===== src/design/factorization_machine_sgd_unit_macros.svh =====
// ----------------------------------------------------------------------------
// Assertion macros for the factorization machine SGD unit
// Short forms for clocked implication checks with an asynchronous reset.
// ----------------------------------------------------------------------------
`ifndef FACTORIZATION_MACHINE_SGD_UNIT_MACROS_SVH
`define FACTORIZATION_MACHINE_SGD_UNIT_MACROS_SVH

// Same-cycle implication: when ante holds, cons holds at that edge.
`define FMSGD_ASSERT_IMPL(label, clk, rst_n, ante, cons) \
    label: assert property (@(posedge clk) disable iff (!rst_n) (ante) |-> (cons)) \
        else $error("fmsgd same-cycle check failed");

// Next-cycle implication: when ante holds, cons holds at the following edge.
`define FMSGD_ASSERT_NEXT(label, clk, rst_n, ante, cons) \
    label: assert property (@(posedge clk) disable iff (!rst_n) (ante) |=> (cons)) \
        else $error("fmsgd next-cycle check failed");

`endif


===== src/design/fmsgd_pkg.sv =====
// ----------------------------------------------------------------------------
// fmsgd_pkg
// Shared field widths, codes, command format and saturation helper.
// ----------------------------------------------------------------------------
package fmsgd_pkg;

    localparam int ACTION_W  = 2;
    localparam int USER_W    = 10;
    localparam int ITEM_W    = 11;
    localparam int RATING_W  = 31;
    localparam int FSLOT_W   = 12;
    localparam int KSLOT_W   = 4;
    localparam int Q_W       = 32;
    localparam int CFG_IDX_W = 2;
    localparam int CFG_Q_W   = 17;
    localparam int CFG_NF_W  = 5;

    localparam logic [ACTION_W-1:0] ACTION_TRAIN   = 2'd0;
    localparam logic [ACTION_W-1:0] ACTION_PREDICT = 2'd1;
    localparam logic [ACTION_W-1:0] ACTION_LOAD    = 2'd2;

    localparam logic [CFG_IDX_W-1:0] CFG_STEP    = 2'd0;
    localparam logic [CFG_IDX_W-1:0] CFG_REGZ    = 2'd1;
    localparam logic [CFG_IDX_W-1:0] CFG_FACTORS = 2'd2;

    localparam logic [1:0] KIND_NULL = 2'd0;
    localparam logic [1:0] KIND_LOAD = 2'd1;
    localparam logic [1:0] KIND_EVAL = 2'd2;

    typedef struct packed {
        logic [1:0]          kind;
        logic                train;
        logic [USER_W-1:0]   user;
        logic [ITEM_W-1:0]   item;
        logic [RATING_W-1:0] rating;
        logic [FSLOT_W-1:0]  fslot;
        logic [KSLOT_W-1:0]  kslot;
        logic [Q_W-1:0]      value;
    } cmd_t;

    typedef struct packed {
        logic [CFG_Q_W-1:0]  step;
        logic [CFG_Q_W-1:0]  regz;
        logic [CFG_NF_W-1:0] nfac;
    } cfg_t;

    typedef struct packed {
        logic               flag;
        logic signed [31:0] value;
    } clip_t;

    // Clamp a wide signed value to the Q16.16 range and flag any clipping.
    function automatic clip_t clip_q(input logic signed [63:0] x);
        clip_t r;
        if (x > 64'sd2147483647) begin
            r.flag  = 1'b1;
            r.value = 32'sh7FFFFFFF;
        end else if (x < -64'sd2147483648) begin
            r.flag  = 1'b1;
            r.value = 32'sh80000000;
        end else begin
            r.flag  = 1'b0;
            r.value = x[31:0];
        end
        return r;
    endfunction

endpackage


===== src/design/fmsgd_queue.sv =====
// ----------------------------------------------------------------------------
// fmsgd_queue
// Two-entry command queue between the front and the back end.
// ----------------------------------------------------------------------------
module fmsgd_queue (
    input  logic            clk,
    input  logic            rst_n,
    input  logic            push,
    input  fmsgd_pkg::cmd_t push_cmd,
    output logic            full,
    input  logic            pop,
    output logic            valid,
    output fmsgd_pkg::cmd_t head
);
    import fmsgd_pkg::*;

    cmd_t       entry_reg [2];
    logic       wr_ptr_reg;
    logic       wr_ptr_next;
    logic       rd_ptr_reg;
    logic       rd_ptr_next;
    logic [1:0] count_reg;
    logic [1:0] count_next;

    assign full  = (count_reg == 2'd2);
    assign valid = (count_reg != 2'd0);
    assign head  = entry_reg[rd_ptr_reg];

    always_comb
    begin
        wr_ptr_next = push ? !wr_ptr_reg : wr_ptr_reg;
        rd_ptr_next = pop ? !rd_ptr_reg : rd_ptr_reg;
        count_next  = count_reg + 2'(push) - 2'(pop);
    end

    always_ff @(posedge clk)
    begin
        if (push)
        begin
            entry_reg[wr_ptr_reg] <= push_cmd;
        end
    end

    always_ff @(posedge clk or negedge rst_n)
    begin
        if (!rst_n)
        begin
            wr_ptr_reg <= 1'b0;
            rd_ptr_reg <= 1'b0;
            count_reg  <= 2'd0;
        end
        else
        begin
            wr_ptr_reg <= wr_ptr_next;
            rd_ptr_reg <= rd_ptr_next;
            count_reg  <= count_next;
        end
    end

endmodule


===== config.mk =====
export PLATFORM = sky130hd
export DESIGN_NAME = fmsgd_queue
export DESIGN_NICKNAME = d
export VERILOG_FILES = /design/src/design/factorization_machine_sgd_unit_macros.svh /design/src/design/fmsgd_pkg.sv /design/src/design/fmsgd_queue.sv
export SDC_FILE = /design/constraint.sdc
export NUM_CORES = 1
export LEC_CHECK = 0
export BUFFER_PORTS_ARGS = -buffer_cell sky130_fd_sc_hd__buf_4
export CORE_MARGIN = 5
export CORE_UTILIZATION = 25
export CTS_CLUSTER_DIAMETER = 40
export CTS_CLUSTER_SIZE = 8
export DETAILED_ROUTE_END_ITERATION = 16
export HOLD_SLACK_MARGIN = 0.1
export PLACE_DENSITY = 0.5
export SETUP_SLACK_MARGIN = 0.15
export SYNTH_ARGS = -nofsm -noshare
export SYNTH_HDL_FRONTEND = slang
export SYNTH_SLANG_ARGS = --single-unit

===== constraint.sdc =====
create_clock -name clk -period 6.9 [get_ports clk]
set_input_delay 0.69 -clock clk [delete_from_list [all_inputs] [get_ports clk]]
set_output_delay 0.69 -clock clk [all_outputs]
set_load 0.01 [all_outputs]

-- After elaboration in Yosys (flattened, before gate mapping)
Memories as Yosys holds them, arrays and structs flattened.
Index checks and enable logic that the tools add are counted.
- flip-flop bits (word level): 4
- bits in writable memories: 206
- bits of input ports: 107
- output and inout bits: 105
- word-level logic and storage cells: 12
- memories: 1
- memories (name ; depth ; width ; rd ports ; clocked after memory_dff ; wr ports ; RTL line ; source):
    entry_reg ; 2 ; 103 ; 1 ; 0 ; 1 ; fmsgd_queue.sv:17 ; cmd_t entry_reg [2];
- add/subtract/negate cells: 2
- equality and inequality tests: 1
- multiplexer cells: 2
- reduce and logical (&&, ||, !) cells: 3
- operators with widths (operator ; number):
    $add A2 B1 Y2 ; 1
    $eq A2 B2 Y1 const B ; 1
    $logic_not A1 Y1 ; 2
    $mux W1 ; 2
    $reduce_bool A2 Y1 ; 1
    $sub A2 B1 Y2 ; 1

-- Depth between registers and ports, before layout
- depth after elaboration: 2
- mapped depth: 5
- mapped depth without buffers: 5

-- Worst setup path before layout
No wires, ideal clock.
- path type: in2reg
- start: in push
- end: mem entry_reg[0][0] (netlist name), enable pin
- library setup time: 578 ps
- arrival time: 5170 ps
- required time: 6322 ps
- slack: 1152 ps
- stages on the path: 1
- path buffers: 0
- path through: nor2b_1
- longest elaborated chain between the ends: 2
- ends and longest elaborated chain (item ; RTL line ; source):
    start: declaration ; fmsgd_queue.sv:8 ; input logic push,
    $mux W1 ; fmsgd_queue.sv:38 ; if (push)
    $mux W1 (implied by the code) ; fmsgd_queue.sv:40 ; entry_reg[wr_ptr_reg] <= push_cmd;
    end: declaration ; fmsgd_queue.sv:17 ;
Every way passes these cells.

==> flow_metrics.tcl <==
set metrics [dict create \
    p_switching_uw 1222 \
    clkTransAtPathRegs_ns 0.05 \
    rsz0062_at_grt "no" \
    worst_slew_pin_slew_ns 1.022 \
    worstSetupPathType "flop to output pin" \
    synth-compound-area-share 0 \
    floorplan.initialDensity 0.2518 \
    viasPerCell 3.952 \
    setup_viol 0 \
    synth_warnings 0 \
    syn-num-nets 445 \
    synth_fa_ha_area_frac 0.003174 \
    cp.arrival_ns 2.97 \
    p_int_uw 3483 \
    critPathMostFrequentCell "buf_4" \
    nNetsFinal 686 \
    maxCapViolations 0 \
    synthDistinctLibCells 14 \
    grt_usage 0.08961 \
    hold_viol 0 \
    fin_area_um2 10960 \
    seqPwrFrac 0.391 \
    cts_buffers 35 \
    antennaDiodeCount 0 \
    grt-ovfl-total 0 \
    die_h_um 187.6 \
    ant_nets 0 \
    maxSlewHeadroom 0.3186 \
    finClkSkew_ns 0.009104 \
    worstSetupEndpointType "output pin" \
    power_uw 4705 \
    areaGrowthSynthToFinish_pct 39.03 \
    max_stage_delay_ns 1.06 \
    clock_sinks 210 \
    swShare 0.2598 \
    post_cts_buffers 0 \
    clock.fmax_mhz 273.4 \
    cp.required_ns 6.21 \
    clk_latency_ns 0.48 \
    avgSynthCellArea_um2 23.46 \
    synth_top_family_by_area "multiplexers" \
    vias 3924 \
    grt_pass1_wl_mm 25.13 \
    rows 65 \
    ir_worst_vdd_mv 0.2907 \
    drv_slew 0 \
    drt_iter0_markers 100 \
    synth_area_um2 7884 \
    outcome "finished clean" \
    period_minus_slack_ns 3.658 \
    netlist_instances 336 \
    die_x_um 187.6 \
    critPathBufInv 2 \
    yosys.area_share.simple 0.003174 \
    final_cell_count_no_fill 993 \
    worst_path_max_delay_cell "dfrtp_4" \
    clock_path_buffers 3 \
    finalCritPeriodShare 0.5302 \
    grt_max_degree 65 \
    route.detailed.drc 0 \
    muxShareOfSynthArea 0.1757 \
    die_area_um2 35190 \
    globalplace.congestion 0.6757 \
    grt_antenna_before_repair 0 \
    cts.repair.resized 0 \
    synth_seq_cells 210 \
    clock_power_share 0.330 \
    clockRootBuffer "clkbuf_16" \
    hpwl_mm 11.09 \
    fin_hold_ws_ns 0.3886 \
    combPwrFrac 0.279 \
    total_leakage_power_uw 0.004252 \
    dr.pass1.iters 4 \
    io_pins 212 \
    core_area_um2 31310 \
    tritoncts "yes" \
    cp_max_fo 64 \
    cp-start-kind "flop" \
    placedCellCount 941 \
    cp_top_family "flip-flops" \
    min_path_type "input port to flop" \
    synth-xor-area-share 0.005237 \
    holdBufCountCts 1 \
    placement.io_buffers 211 \
    wl_mm 16.46 \
    first_global_vias 4562 \
    wl_per_cell_um 16.58 \
    fill_cells 2977 \
    drive_gt1_frac 0.6159 \
    htreeDepth 2 \
    placed_area_um2 9901 \
    power_density_nw_per_um2 429.3 \
    timing.setup.tns_ns 0 \
    crit_chain "buf_4 > mux2_2 > buf_4" \
    ys_seq_area_frac 0.7973 \
    largest_register_ffs 206 \
]
layout make-up:
class | count | area, um2 | area share
Multi-Input combinational cell | 112 | 1486 | 0.1356
Clock buffer | 44 | 962.2 | 0.08779
Sequential cell | 210 | 6290 | 0.5739
Tap cell | 402 | 503.0 | 0.04589
Inverter | 2 | 7.507 | 0.0006849
Timing Repair Buffer | 216 | 1624 | 0.1482
Clock inverter | 7 | 87.58 | 0.007991
cell usage after synthesis, drive strengths merged:
| master | n | share of area |
|---|---|---|
| dfrtp | 4 | 0.013 |
| or2 | 1 | 0.00079 |
| xor3 | 1 | 0.0030 |
| inv | 2 | 0.00095 |
| ha | 2 | 0.0032 |
| nor2b | 2 | 0.0016 |
| and2 | 1 | 0.00079 |
| buf | 12 | 0.014 |
| mux2 | 103 | 0.18 |
| xor2 | 2 | 0.0022 |
| edfxtp | 206 | 0.78 |
logic make-up (layout without fill, tap and decap cells):
family                   after synthesis  count (layout)
flip-flops                           210             210
multiplexers                         103             103
buffers and inverters                 14             269
AND/OR/NAND/NOR                        4               4
XOR/XNOR                               3               3
adder cells (fa/ha/maj)                2               2
worst register-to-register path, cell delays in order (launching register included):
cell     delay (ns)
dfrtp_1        0.42
nor2b_4        0.11
buf_4          0.58
buf_4          0.70
layout by cell type (no fill, tap or decap), types with 2 or more instances in the layout:
cell | synthesis | final
buf_4 | 0 | 215
bufinv_16 | 0 | 2
clkbuf_1 | 0 | 6
clkbuf_16 | 0 | 37
clkinv_1 | 0 | 3
dfrtp_1 | 4 | 3
edfxtp_1 | 206 | 206
ha_1 | 2 | 2
inv_1 | 2 | 2
mux2_2 | 43 | 43
mux2_4 | 60 | 60
xor2_1 | 2 | 2
stage by stage:
stage	setup WS, ns	utilization
floorplan	1.152	-
global placement	3.713	0.3162
detailed placement	3.697	0.3162
CTS	3.165	0.3501
global route	3.066	0.3501
finish	3.242	0.3501
power groups by stage:
| stage | logic, uW | clock network [uW] | registers [uW] |
|---|---|---|---|
| floorplan | 860 | 0 | 1790 |
| detailed placement | 1350 | 0 | 1880 |
| CTS | 1350 | 1610 | 1850 |
| finish | 1310 | 1550 | 1840 |
| global placement | 1340 | 0 | 1860 |
| global route | 1410 | 1660 | 1870 |
routing by layer:
metal	GRT usage	share of wire	vias to the layer above
met3	0.03928	0.096	40
met5	0	0	-
li1	-	-	1809
met2	0.1510	0.49	167
met4	0.03162	0.026	0
met1	0.1017	0.39	1908
worst paths after layout:
kind	to	slack, ns	from	cells after the start
max in group asynchronous	rd_ptr_reg$_DFFE_PN0P_	6.23	rst_n	2
min reg2reg	wr_ptr_reg$_DFFE_PN0P_	0.54	wr_ptr_reg$_DFFE_PN0P_	1
min	entry_reg[1][9]$_DFFE_PP_	0.39	push_cmd[9]	1
min in group asynchronous	rd_ptr_reg$_DFFE_PN0P_	0.55	rst_n	2
max reg2reg	entry_reg[0][80]$_DFFE_PP_	4.66	wr_ptr_reg$_DFFE_PN0P_	3
max	head[102]	3.24	rd_ptr_reg$_DFFE_PN0P_	3
Power figures use the tool's default switching activity.
