File: src/design/factorization_machine_sgd_unit_macros.svh
// ----------------------------------------------------------------------------
// Assertion macros for the factorization machine SGD unit
// Short forms for clocked implication checks with an asynchronous reset.
// ----------------------------------------------------------------------------
`ifndef FACTORIZATION_MACHINE_SGD_UNIT_MACROS_SVH
`define FACTORIZATION_MACHINE_SGD_UNIT_MACROS_SVH

// Same-cycle implication: when ante holds, cons holds at that edge.
`define FMSGD_ASSERT_IMPL(label, clk, rst_n, ante, cons) \
    label: assert property (@(posedge clk) disable iff (!rst_n) (ante) |-> (cons)) \
        else $error("fmsgd same-cycle check failed");

// Next-cycle implication: when ante holds, cons holds at the following edge.
`define FMSGD_ASSERT_NEXT(label, clk, rst_n, ante, cons) \
    label: assert property (@(posedge clk) disable iff (!rst_n) (ante) |=> (cons)) \
        else $error("fmsgd next-cycle check failed");

`endif

File: src/design/fmsgd_pkg.sv
// ----------------------------------------------------------------------------
// fmsgd_pkg
// Shared field widths, codes, command format and saturation helper.
// ----------------------------------------------------------------------------
package fmsgd_pkg;

    localparam int ACTION_W  = 2;
    localparam int USER_W    = 10;
    localparam int ITEM_W    = 11;
    localparam int RATING_W  = 31;
    localparam int FSLOT_W   = 12;
    localparam int KSLOT_W   = 4;
    localparam int Q_W       = 32;
    localparam int CFG_IDX_W = 2;
    localparam int CFG_Q_W   = 17;
    localparam int CFG_NF_W  = 5;

    localparam logic [ACTION_W-1:0] ACTION_TRAIN   = 2'd0;
    localparam logic [ACTION_W-1:0] ACTION_PREDICT = 2'd1;
    localparam logic [ACTION_W-1:0] ACTION_LOAD    = 2'd2;

    localparam logic [CFG_IDX_W-1:0] CFG_STEP    = 2'd0;
    localparam logic [CFG_IDX_W-1:0] CFG_REGZ    = 2'd1;
    localparam logic [CFG_IDX_W-1:0] CFG_FACTORS = 2'd2;

    localparam logic [1:0] KIND_NULL = 2'd0;
    localparam logic [1:0] KIND_LOAD = 2'd1;
    localparam logic [1:0] KIND_EVAL = 2'd2;

    typedef struct packed {
        logic [1:0]          kind;
        logic                train;
        logic [USER_W-1:0]   user;
        logic [ITEM_W-1:0]   item;
        logic [RATING_W-1:0] rating;
        logic [FSLOT_W-1:0]  fslot;
        logic [KSLOT_W-1:0]  kslot;
        logic [Q_W-1:0]      value;
    } cmd_t;

    typedef struct packed {
        logic [CFG_Q_W-1:0]  step;
        logic [CFG_Q_W-1:0]  regz;
        logic [CFG_NF_W-1:0] nfac;
    } cfg_t;

    typedef struct packed {
        logic               flag;
        logic signed [31:0] value;
    } clip_t;

    // Clamp a wide signed value to the Q16.16 range and flag any clipping.
    function automatic clip_t clip_q(input logic signed [63:0] x);
        clip_t r;
        if (x > 64'sd2147483647) begin
            r.flag  = 1'b1;
            r.value = 32'sh7FFFFFFF;
        end else if (x < -64'sd2147483648) begin
            r.flag  = 1'b1;
            r.value = 32'sh80000000;
        end else begin
            r.flag  = 1'b0;
            r.value = x[31:0];
        end
        return r;
    endfunction

endpackage

File: src/design/fmsgd_front.sv
// ----------------------------------------------------------------------------
// fmsgd_front
// Accepts input beats and classifies them into commands for the back end.
// ----------------------------------------------------------------------------
module fmsgd_front #(
    parameter int USER_COUNT  = 1024,
    parameter int ITEM_COUNT  = 2048,
    parameter int MAX_FACTORS = 16
) (
    input  logic                            in_valid,
    output logic                            in_stall,
    input  logic [fmsgd_pkg::ACTION_W-1:0]  action,
    input  logic [fmsgd_pkg::USER_W-1:0]    user_index,
    input  logic [fmsgd_pkg::ITEM_W-1:0]    item_index,
    input  logic [fmsgd_pkg::RATING_W-1:0]  rating,
    input  logic [fmsgd_pkg::FSLOT_W-1:0]   feature_slot,
    input  logic [fmsgd_pkg::KSLOT_W-1:0]   factor_slot,
    input  logic [fmsgd_pkg::Q_W-1:0]       load_value,
    input  logic                            clearing,
    input  logic                            q_full,
    output logic                            push,
    output fmsgd_pkg::cmd_t                 cmd
);
    import fmsgd_pkg::*;

    localparam int NUM_FEATURES = USER_COUNT + ITEM_COUNT;

    logic users_ok;
    logic load_ok;

    assign users_ok = (32'(user_index) < USER_COUNT) && (32'(item_index) < ITEM_COUNT);
    assign load_ok  = (32'(feature_slot) < NUM_FEATURES) && (32'(factor_slot) < MAX_FACTORS);

    // Nothing is taken while the weight store is being swept after reset.
    assign in_stall = clearing || q_full;
    assign push     = in_valid && !in_stall;

    always_comb
    begin
        cmd.kind   = KIND_NULL;
        cmd.train  = 1'b0;
        cmd.user   = user_index;
        cmd.item   = item_index;
        cmd.rating = rating;
        cmd.fslot  = feature_slot;
        cmd.kslot  = factor_slot;
        cmd.value  = load_value;
        unique case (action)
            ACTION_LOAD:
            begin
                cmd.kind = load_ok ? KIND_LOAD : KIND_NULL;
            end
            ACTION_TRAIN, ACTION_PREDICT:
            begin
                cmd.kind  = users_ok ? KIND_EVAL : KIND_NULL;
                cmd.train = users_ok && (action == ACTION_TRAIN) && (rating != '0);
            end
            default:
            begin
                cmd.kind = KIND_NULL;
            end
        endcase
    end

endmodule

File: config.mk
export PLATFORM = sky130hd
export DESIGN_NAME = fmsgd_front
export DESIGN_NICKNAME = d
export VERILOG_FILES = /design/src/design/factorization_machine_sgd_unit_macros.svh /design/src/design/fmsgd_pkg.sv /design/src/design/fmsgd_front.sv
export SDC_FILE = /design/constraint.sdc
export NUM_CORES = 1
export LEC_CHECK = 0
export ABC_AREA = 0
export BUFFER_PORTS_ARGS = -buffer_cell sky130_fd_sc_hd__buf_2
export CELL_PAD_IN_SITES_DETAIL_PLACEMENT = 1
export CELL_PAD_IN_SITES_GLOBAL_PLACEMENT = 2
export CORE_MARGIN = 2
export CORE_UTILIZATION = 10
export DETAILED_ROUTE_END_ITERATION = 6
export PLACE_DENSITY_LB_ADDON = 0.1
export SLEW_MARGIN = 20
export SYNTH_ARGS = -nofsm -noshare
export SYNTH_HDL_FRONTEND = slang
export SYNTH_SLANG_ARGS = --single-unit
File: constraint.sdc
create_clock -name vclk -period 0.84
set_input_delay 0.042 -clock vclk [all_inputs]
set_output_delay 0.042 -clock vclk [all_outputs]
set_load 0.02 [all_outputs]
; Yosys cells after proc, flatten, opt, wreduce, memory -nomap -nowiden
; Cells that the tools add are included.
[op_classes]
mux = 3
n_reduce_logical = 7
n_lt_le_gt_ge = 1
n_eq_ne = 2
[ops]
columns = cell, n
row1 = 31-bit nonzero test, 1
row2 = "12-bit less-than comparator, second input constant", 1
row3 = 2-bit one-hot mux with 2 select lines, 1
row4 = "2-bit by 1-bit == test with 1-bit output, second input constant", 1
row5 = "2-bit == test, second input constant", 1
row6 = 1-bit logical AND, 2
row7 = 2-bit zero test, 1
row8 = 1-bit two-way mux, 2
row9 = 2-bit OR reduction, 1
row10 = 1-bit zero test, 1
row11 = 1-bit logical OR, 1
[totals]
elab_cells = 13
output_inout_bits = 105
in_bits = 105
ff_bits = 0

; Logic depth before layout (Yosys ltp)
; Gate-level depths: netlist (run 1).
[depth]
ltp_word = 3
depth_mapped = 3

; Least setup slack after synthesis (run 1)
; Ideal clock, no wire load.
[synth_timing]
path_kind = input-to-output
start = input action[1] (netlist name)
end = output cmd[101] (netlist name)
arrival_ns = 0.719
path_stages = 2
setup_slack_ns = 0.079
path_cell_list = inv_1 -> a211oi_1
[synth_rtl]
columns = item, line
row1 = from (decl), fmsgd_front.sv:12  ; input logic [fmsgd_pkg::ACTION_W-1:0] action,
row2 = to (decl), fmsgd_front.sv:22  ; output fmsgd_pkg::cmd_t cmd

==> summary.txt, run 1 <==
GRT
  • First-pass GRT wire length: 2166 um
  • Total GRT Usage: 0.02797
  • Total grt overflow: 0
  • Initial antenna violation count: 0
  • Pin count of the biggest net entering global routing: 3
  • Vias in the first global route: 518

Placed design
  • Number of port buffers: 76
  • Setup slack at placement: -0.3359 ns
  • Hpwl dp: 1766 um
  • Routability Congestion: about 0.54

Power and ir drop
  • Leak Pwr: 0.0003594 uW
  • VDD IR max: 0.00005446 V
  • Total power: about 390 uW
  • PwrDens: 541.4 mW/mm^2

Setup path
  • Required @ worst endpoint: approximately 0.80 ns
  • Worst Setup End Kind: output pin
  • Start point of the critical path: rating[18]
  • Crit start category: primary input
  • Arr. time, crit path: roughly 0.95 ns
  • WS Path Type: primary input to output pin
  • Crit path max fanout: 2

STA
  • WHS: 0.08401 ns
  • Final Hold Viols: 0
  • RSZ-0062 raised after global routing: yes
  • Fin worst setup slack: -0.1498 ns
  • Final setup viols: 1
  • Fin crit share: 1.178
  • Fmax achieved: 1.010 GHz
  • Fin crit period: 0.9898 ns
  • Tightest Pin Transition: 0.2678 ns
  • Relative slew slack: 0.8198
  • Max Slew Vio Count: 0

Route
  • 1st-pass router iterations: 1
  • Vias per cell: 2.856
  • Initial DRC count: 0
  • DRC Markers: 0
  • Routed Antenna Nets: 0
  • Routed len/inst: 9.639 um
  • Total number of vias: 577
  • Total wire length: 1947 um

Die
  • Initial Utilization: 0.1035
  • Die Wd: 96.44 um
  • Io pins: 210
  • Die extent in y: 96.44 um
  • Core area: just over 0.008 sq mm
  • Row count: 33
  • Die ar.: 0.009301 sq mm

Logic synthesis
  • Post-Syn Nets: 222
  • Cells after synthesis: around 120
  • Seq/Total Area, Yosys: 0
  • Synth area leaders: buf_4 (88%), nor4_1 (4.4%), nand4_1 (1.5%), nor4_2 (1.5%), a211oi_1 (0.88%)
  • Share of the synthesized area in the top cell type: 0.8785
  • Synthesized area per cell: 7.304 sq um
  • Syn. warnings: 0
  • Mapped Area: 854.6 sq um
  • Synth area leader: buf_4
  • Count of cell types in the netlist: 10

Final layout
  • Final core occ: 0.08712
  • Layout Nets: about 200
  • Multi-input logic area: 145.1 sq um
  • # diodes: 0
  • Layout area overhead: -15.81%
  • # fillers: 1021
  • Share of layout cells above drive strength 1: 0.8969
  • Clock buffer count: 0
  • Area occupied by registers: 0 sq um
  • Seq_cells: 0

Status
  • Run status: finished, violations left
  • Violated checks: setup timing

Worst hold path
  • Worst hold stages: 0
  • Hold Path End: cmd[91]
  • HP Class: primary input to output pin
  • Worst Hold Launch: user_index[1]

Clock tree
  • Post-CTS Setup Bufs: 0

Flow run
  • Max-cap violations: 0
[Yosys cell counts]
cell        n
buf_4     100
or2_2       1
inv_1       2
nand4_1     2
a211oi_1    1
nor4_2      1
nor3_1      1
nor2_1      2
o21a_1      1
nor4_1      6
[power breakdown]
group | switching (uW) | total [uW] | internal, uW | leakage [uW]
combinational | 226 | 390 | 163 | 0.000359
clock | 0 | 0 | 0 | 0
sequential | 0 | 0 | 0 | 0
[layout by cell type, fill, tap and decap left out, drive strengths merged]
cell and n:
inv 2, nor2 2, or2 1, nand4 2, o21a 1, buf 80
a211oi 1, nor4 7, nor3 1
[critical path, stage by stage]
cell	delay [ns]
buf_6	0.10
nor4_4	0.24
buf_4	0.14
nand4_1	0.09
o21a_1	0.21
buf_6	0.13
[per-stage QoR]
| step | setup TNS, ns | std cells | cell area, sq um |
|---|---|---|---|
| 2_1_floorplan | 0 | 117 | 854.6 |
| 3_3_place_gp | -0.3368 | 202 | 645.6 |
| 3_5_place_dp | -0.3359 | 202 | 645.6 |
| 4_1_cts | -0.2169 | 202 | 691.9 |
| 5_1_grt | -0.2503 | 202 | 719.4 |
| 6_report | -0.1498 | 202 | 719.4 |
[how the worst max path moves through the flow]
stage / end / slack [ns]
finish: cmd[100] / -0.15
global route: cmd[100] / -0.25
CTS: cmd[100] / -0.22
detailed placement: cmd[100] / -0.34
global placement: cmd[100] / -0.34
floorplan: cmd[101] / 0.08
[final cells by class]
class,count,area share
inverter,2,0.01043
multi-input combinational,15,0.2017
tap,105,0.1826
timing repair buffer,80,0.6052
[routing by layer]
metal	track usage	wire length (um)
met1	0.01862	462
met2	0.05729	952
met3	0.01629	442
met4	0.01526	89
met5	0	0
[cells by family after synthesis]
logic type | count (synthesis) | share of synthesized area
AO/OA/AOI/OAI | 2 | 0.01758
buffers and inverters | 102 | 0.8873
AND/OR/NAND/NOR | 13 | 0.09517
[what timing repair did]
action,4_1_cts,5_1_grt
resized for setup,8,5
pin swaps,3,2
cloned,0,0
hold buffers,0,0
endpoints found under the setup margin,1,1
No activity file was read; power rests on OpenSTA's default activity.
==> inputs of run 2 (changes only) <==
--- a/config.mk
+++ b/config.mk
@@ -14,4 +14,5 @@
 export DETAILED_ROUTE_END_ITERATION = 6
 export PLACE_DENSITY_LB_ADDON = 0.1
+export SETUP_SLACK_MARGIN = 0.02
 export SLEW_MARGIN = 20
 export SYNTH_ARGS = -nofsm -noshare
==> constraint.sdc (replaced) <==
create_clock -name vclk -period 0.84
set_input_delay 0.21 -clock vclk [all_inputs]
set_output_delay 0.21 -clock vclk [all_outputs]
set_load 0.02 [all_outputs]
==> summary.txt, run 2 (synthesized netlist as in run 1, its figures left out) <==
Setup path
  • Start point of the critical path: rating[8]
  • Required @ worst endpoint: 0.63 ns (-0.17 ns)
  • Crit path max fanout: 2 (unchanged)
  • Crit path cell chain: buf_6 -> nor4_4 -> buf_4 -> nand4_1 -> o21a_2 -> buf_6
  • Worst Setup End Kind: output pin
  • Max incr delay on CP: 0.25 ns (about the same)
  • Arr. time, crit path: 1.14 ns (+0.19 ns)
  • Most common cell on crit path: buf_6
  • Slowest-stage cell, CP: nor4_4
  • WS Path Type: primary input to output pin
  • Crit start category: primary input

Final layout
  • # fillers: 1011 (-0.98%)
  • Final Non-Filler Cells: 202 (unchanged)
  • # diodes: 0 (unchanged)
  • Post-route design area: 814.5 sq um (+13%)
  • Share of layout cells above drive strength 1: 0.9485 (+0.05155)
  • Layout area overhead: -4.685%
  • Clock buffer count: 0 (unchanged)
  • Final core occ: 0.09864 (+0.01152)
  • Seq_cells: 0 (unchanged)
  • Multi-input logic area: 185.2 sq um (+28%)
  • Most common cell after layout, fill and taps aside: buf_2
  • Commonest cells after routing, fill and taps aside: buf_2 (63), buf_6 (12), buf_4 (5), nor4_4 (4), nor4_2 (3)
  • Layout Nets: 204 (unchanged)
  • Area occupied by registers: 0 sq um (unchanged)

Power and ir drop
  • Psw: 247.6 uW (+9.5%)
  • Switch share: 0.5593 (-0.02116)
  • PwrDens: 543.6 mW/mm^2 (+0.40%)
  • Part of the power in registers: 0 (unchanged)
  • VDD IR max: 0.00005599 V (+2.8%)
  • Leak Pwr: 0.0003818 uW (+6.2%)
  • Int Pwr: 195.1 uW (+19%)
  • Combinational Power Share: 1.000 (about the same)
  • Share of total power in the clock network: 0 (unchanged)

GRT
  • First-pass GRT wire length: 2477 um (+14%)
  • Initial antenna violation count: 0 (unchanged)
  • Total grt overflow: 0 (unchanged)
  • Pin count of the biggest net entering global routing: 3 (unchanged)
  • Vias in the first global route: 586 (+13%)
  • Total GRT Usage: 0.03201 (+0.004042)

Route
  • Routed len/inst: 10.21 um (+5.9%)
  • 1st-pass router iterations: 2 (+1)
  • Initial DRC count: 2 (+2)
  • Routed Antenna Nets: 0 (unchanged)
  • Total number of vias: 576 (-0.17%)
  • Total wire length: 2062 um (+5.9%)
  • DRC Markers: 0 (unchanged)
  • Vias per cell: 2.851 (-0.17%)

Flow run
  • Max-cap violations: 0 (unchanged)

Placed design
  • Placed cells: 202 (unchanged)
  • Number of port buffers: 76 (unchanged)
  • Placed instance area: 698.2 sq um (+8.1%)
  • Hpwl dp: 1878 um (+6.4%)
  • Routability Congestion: 0.5693 (+6.0%)

Die
  • Die ar.: 0.009301 sq mm (unchanged)
  • Initial Utilization: 0.1035 (unchanged)
  • Row count: 33 (unchanged)
  • Io pins: 210 (unchanged)
  • Die Wd: 96.44 um (unchanged)
  • Core area: 0.008258 sq mm (unchanged)
  • Die extent in y: 96.44 um (unchanged)

STA
  • RSZ-0062 raised after global routing: yes
  • Fin worst setup slack: -0.5076 ns (-0.3579 ns)
  • Final setup TNS: -0.7338 ns (-0.5841 ns)
  • Relative slew slack: 0.8255 (+0.005672)
  • WHS: 0.4200 ns (+0.3360 ns)
  • Fmax achieved: 0.7421 GHz (-27%)
  • Final Hold Viols: 0 (unchanged)
  • Fin crit period: 1.348 ns (+0.3579 ns)
  • Fin crit share: 1.604 (+0.4260)
  • Final setup viols: 4 (+3)
  • Tightest Pin Transition: 0.2596 ns (-0.008200 ns)
  • Max Slew Vio Count: 0 (unchanged)

Worst hold path
  • HP Class: primary input to output pin
  • Worst Hold Launch: user_index[1]

Clock tree
  • Post-CTS Setup Bufs: 0 (unchanged)
  • Cts hold-fix bufs: 0 (unchanged)

Status
  • Violated checks: setup timing
  • Run status: finished, violations left
run 2: critical path: cells and delay by family:
kind                   cells  cell delay (ns)
buffers and inverters      3             0.37
AO/OA/AOI/OAI              1             0.22
AND/OR/NAND/NOR            2             0.35
run 2: layout make-up:
| cell class | count | area share |
|---|---|---|
| inverter | 2 | 0.01229 |
| multi-input combinational | 15 | 0.2273 |
| tap | 105 | 0.1613 |
| timing repair buffer | 80 | 0.5991 |
run 2: repair_timing:
action,4_1_cts,5_1_grt
gates resized for setup,20,6
pin swaps,5,3
gates cloned,0,0
endpoints found under the setup margin,6,6
run 2: path summary, 6_finish.rpt:
kind  endpoint  slack [ns]  cells past startpoint
min    cmd[91]        0.42                      0
max   cmd[100]       -0.51                      6
run 2: power groups by stage:
stage | Clock (uW) | Combinational, uW | Sequential [uW]
finish | 0 | 443 | 0
global route | 0 | 480 | 0
floorplan | 0 | 741 | 0
global placement | 0 | 400 | 0
CTS | 0 | 438 | 0
detailed placement | 0 | 393 | 0
run 2: metal layers:
metal | share of wire | track usage | vias up
li1 | - | - | 233
met3 | 0.26 | 0.02017 | 16
met2 | 0.44 | 0.06019 | 83
met1 | 0.27 | 0.02421 | 244
met5 | 0 | 0 | -
met4 | 0.032 | 0.01878 | 0
run 2: metrics by stage:
step	total power [uW]	setup WS, ns
global route	480.1	-0.5829
CTS	438.4	-0.5423
detailed placement	392.9	-0.6195
floorplan	741.3	-0.1802
global placement	400.2	-0.6284
finish	442.8	-0.5076
==> inputs of run 3 (changes only) <==
Settings changed: BUFFER_PORTS_ARGS -buffer_cell sky130_fd_sc_hd__buf_2 to -buffer_cell sky130_fd_sc_hd__clkbuf_2, RECOVER_POWER set to 100.
Clock period 0.84 ns to 1.27 ns, I/O delays scaled along.
==> summary.txt, run 3 (synthesized netlist as in run 1, its figures left out) <==
Route
  • Total wire length: 2033 um (-1.4%)
  • Routed Antenna Nets: 0 (unchanged)
  • Routed len/inst: 9.869 um (-3.3%)
  • DRC Markers: 0 (unchanged)
  • Vias per cell: 2.922 (+2.5%)
  • Total number of vias: 602 (+4.5%)
  • 1st-pass router iterations: 2 (unchanged)
  • Initial DRC count: 3 (+1)

Clock tree
  • Cts hold-fix bufs: 0 (unchanged)
  • Post-CTS Setup Bufs: 0 (unchanged)

STA
  • Fin crit share: 1.292
  • RSZ-0062 raised after global routing: yes
  • Relative slew slack: 0.7911 (-0.03441)
  • Fin worst setup slack: -0.3711 ns (+0.1365 ns)
  • Final setup TNS: -0.3711 ns (+0.3627 ns)
  • Fin crit period: 1.641 ns
  • Final setup viols: 1 (-3)
  • Max Slew Vio Count: 0 (unchanged)
  • Fmax achieved: 0.6093 GHz
  • Final Hold Viols: 0 (unchanged)
  • Tightest Pin Transition: 0.3105 ns (+0.05092 ns)

Final layout
  • Commonest cells after routing, fill and taps aside: clkbuf_2 (39), clkbuf_1 (34), buf_4 (8), nor4_1 (3), nor4_4 (3)
  • Clock buffer count: 0 (unchanged)
  • Layout Nets: 208 (+2.0%)
  • Area occupied by registers: 0 sq um (unchanged)
  • Multi-input logic area: 147.6 sq um (-20%)
  • Layout area overhead: -17.28%
  • Seq_cells: 0 (unchanged)
  • Post-route design area: 706.9 sq um (-13%)
  • Share of layout cells above drive strength 1: 0.5644 (-0.3841)
  • # fillers: 1041 (+3.0%)
  • Most common cell after layout, fill and taps aside: clkbuf_2
  • # diodes: 0 (unchanged)

Worst hold path
  • Worst Hold Launch: load_value[29]
  • Hold Path End: cmd[29]
  • HP Class: primary input to output pin
  • Worst hold stages: 0 (unchanged)

Setup path
  • Required @ worst endpoint: 0.95 ns (+0.32 ns)
  • Crit start category: primary input
  • Crit path max fanout: 2 (unchanged)
  • Max incr delay on CP: 0.27 ns (+0.02 ns)
  • WS Path Type: primary input to output pin
  • Crit path cell chain: buf_8 -> nor4_4 -> buf_4 -> nand4_1 -> o21a_2 -> buf_6
  • Arr. time, crit path: 1.32 ns (+0.18 ns)
  • Slowest-stage cell, CP: nor4_4
  • Worst Setup End Kind: output pin

Die
  • Die extent in y: 96.44 um (unchanged)
  • Die ar.: 0.009301 sq mm (unchanged)
  • Io pins: 210 (unchanged)
  • Initial Utilization: 0.1035 (unchanged)
  • Die Wd: 96.44 um (unchanged)
  • Core area: 0.008258 sq mm (unchanged)
  • Row count: 33 (unchanged)

Placed design
  • Hpwl dp: 1841 um (-2.0%)
  • Number of port buffers: 76 (unchanged)
  • Placed instance area: 684.4 sq um (-2.0%)
  • Routability Congestion: 0.5704 (+0.19%)

GRT
  • Pin count of the biggest net entering global routing: 3 (unchanged)
  • Total GRT Usage: 0.03266 (+0.0006467)
  • First-pass GRT wire length: 2428 um (-2.0%)
  • Total grt overflow: 0 (unchanged)
  • Initial antenna violation count: 0 (unchanged)
  • Vias in the first global route: 550 (-6.1%)

Power and ir drop
  • Leak Pwr: 0.0002944 uW (-23%)
  • PwrDens: 359.8 mW/mm^2 (-34%)
  • Total power: 254.4 uW (-43%)
  • VDD IR max: 0.00005431 V (-3.0%)

Status
  • Run status: finished, violations left
  • Violated checks: setup timing

Flow run
  • Max-cap violations: 0 (unchanged)
[run 3: cell types whose count changed in the layout (fill, tap and decap cells not counted), sizes merged]
cell / previous run / this run
clkbuf: 0 / 73
buf: 80 / 11
[run 3: where the power goes]
group | switching (uW) | total (uW) | internal (uW)
logic | 155 | 254 | 99.6
registers | 0 | 0 | 0
clock network | 0 | 0 | 0
total | 155 | 254 | 99.6
[run 3: cell type report]
cell class	instances	share of cell area
Tap cell	105	0.1858
Inverter	2	0.01062
Timing Repair Buffer	84	0.5947
Multi-Input combinational cell	15	0.2089
[run 3: routing by layer]
metal,GRT usage,wire length (um)
met5,0,0
met4,0.02934,123
met2,0.06366,932
met3,0.01784,480
met1,0.02048,497
[run 3: worst max path at each step]
| stage | to | from | cells after the start | slack, ns |
|---|---|---|---|---|
| 2_1_floorplan | cmd[100] | rating[9] | 3 | 0.02 |
| 3_3_place_gp | cmd[100] | rating[22] | 6 | -0.51 |
| 3_5_place_dp | cmd[100] | rating[22] | 6 | -0.53 |
| 4_1_cts | cmd[100] | rating[28] | 6 | -0.42 |
| 5_1_grt | cmd[100] | rating[22] | 6 | -0.43 |
| 6_report | cmd[100] | rating[22] | 6 | -0.37 |
[run 3: stage by stage]
step	std cells	util	hold WS, ns	worst slack (ns)
after floorplan	117	-	0.6788	0.02101
after global placement	206	0.08288	0.6351	-0.5133
after detailed placement	206	0.08288	0.6351	-0.5348
after CTS	206	0.08758	0.6351	-0.4170
after global routing	206	0.08561	0.6350	-0.4306
final	206	0.08561	0.6350	-0.3711
[run 3: worst max-delay path: cells and delay by family]
kind	cells	cell delay, ns
AO/OA/AOI/OAI	1	0.24
buffers and inverters	3	0.37
AND/OR/NAND/NOR	2	0.39
[run 3: what timing repair did]
item	4_1_cts	5_1_grt
endpoints found under the setup margin	2	1
resized for setup	7	12
pin swaps	2	4
endpoints found under the hold margin	0	0
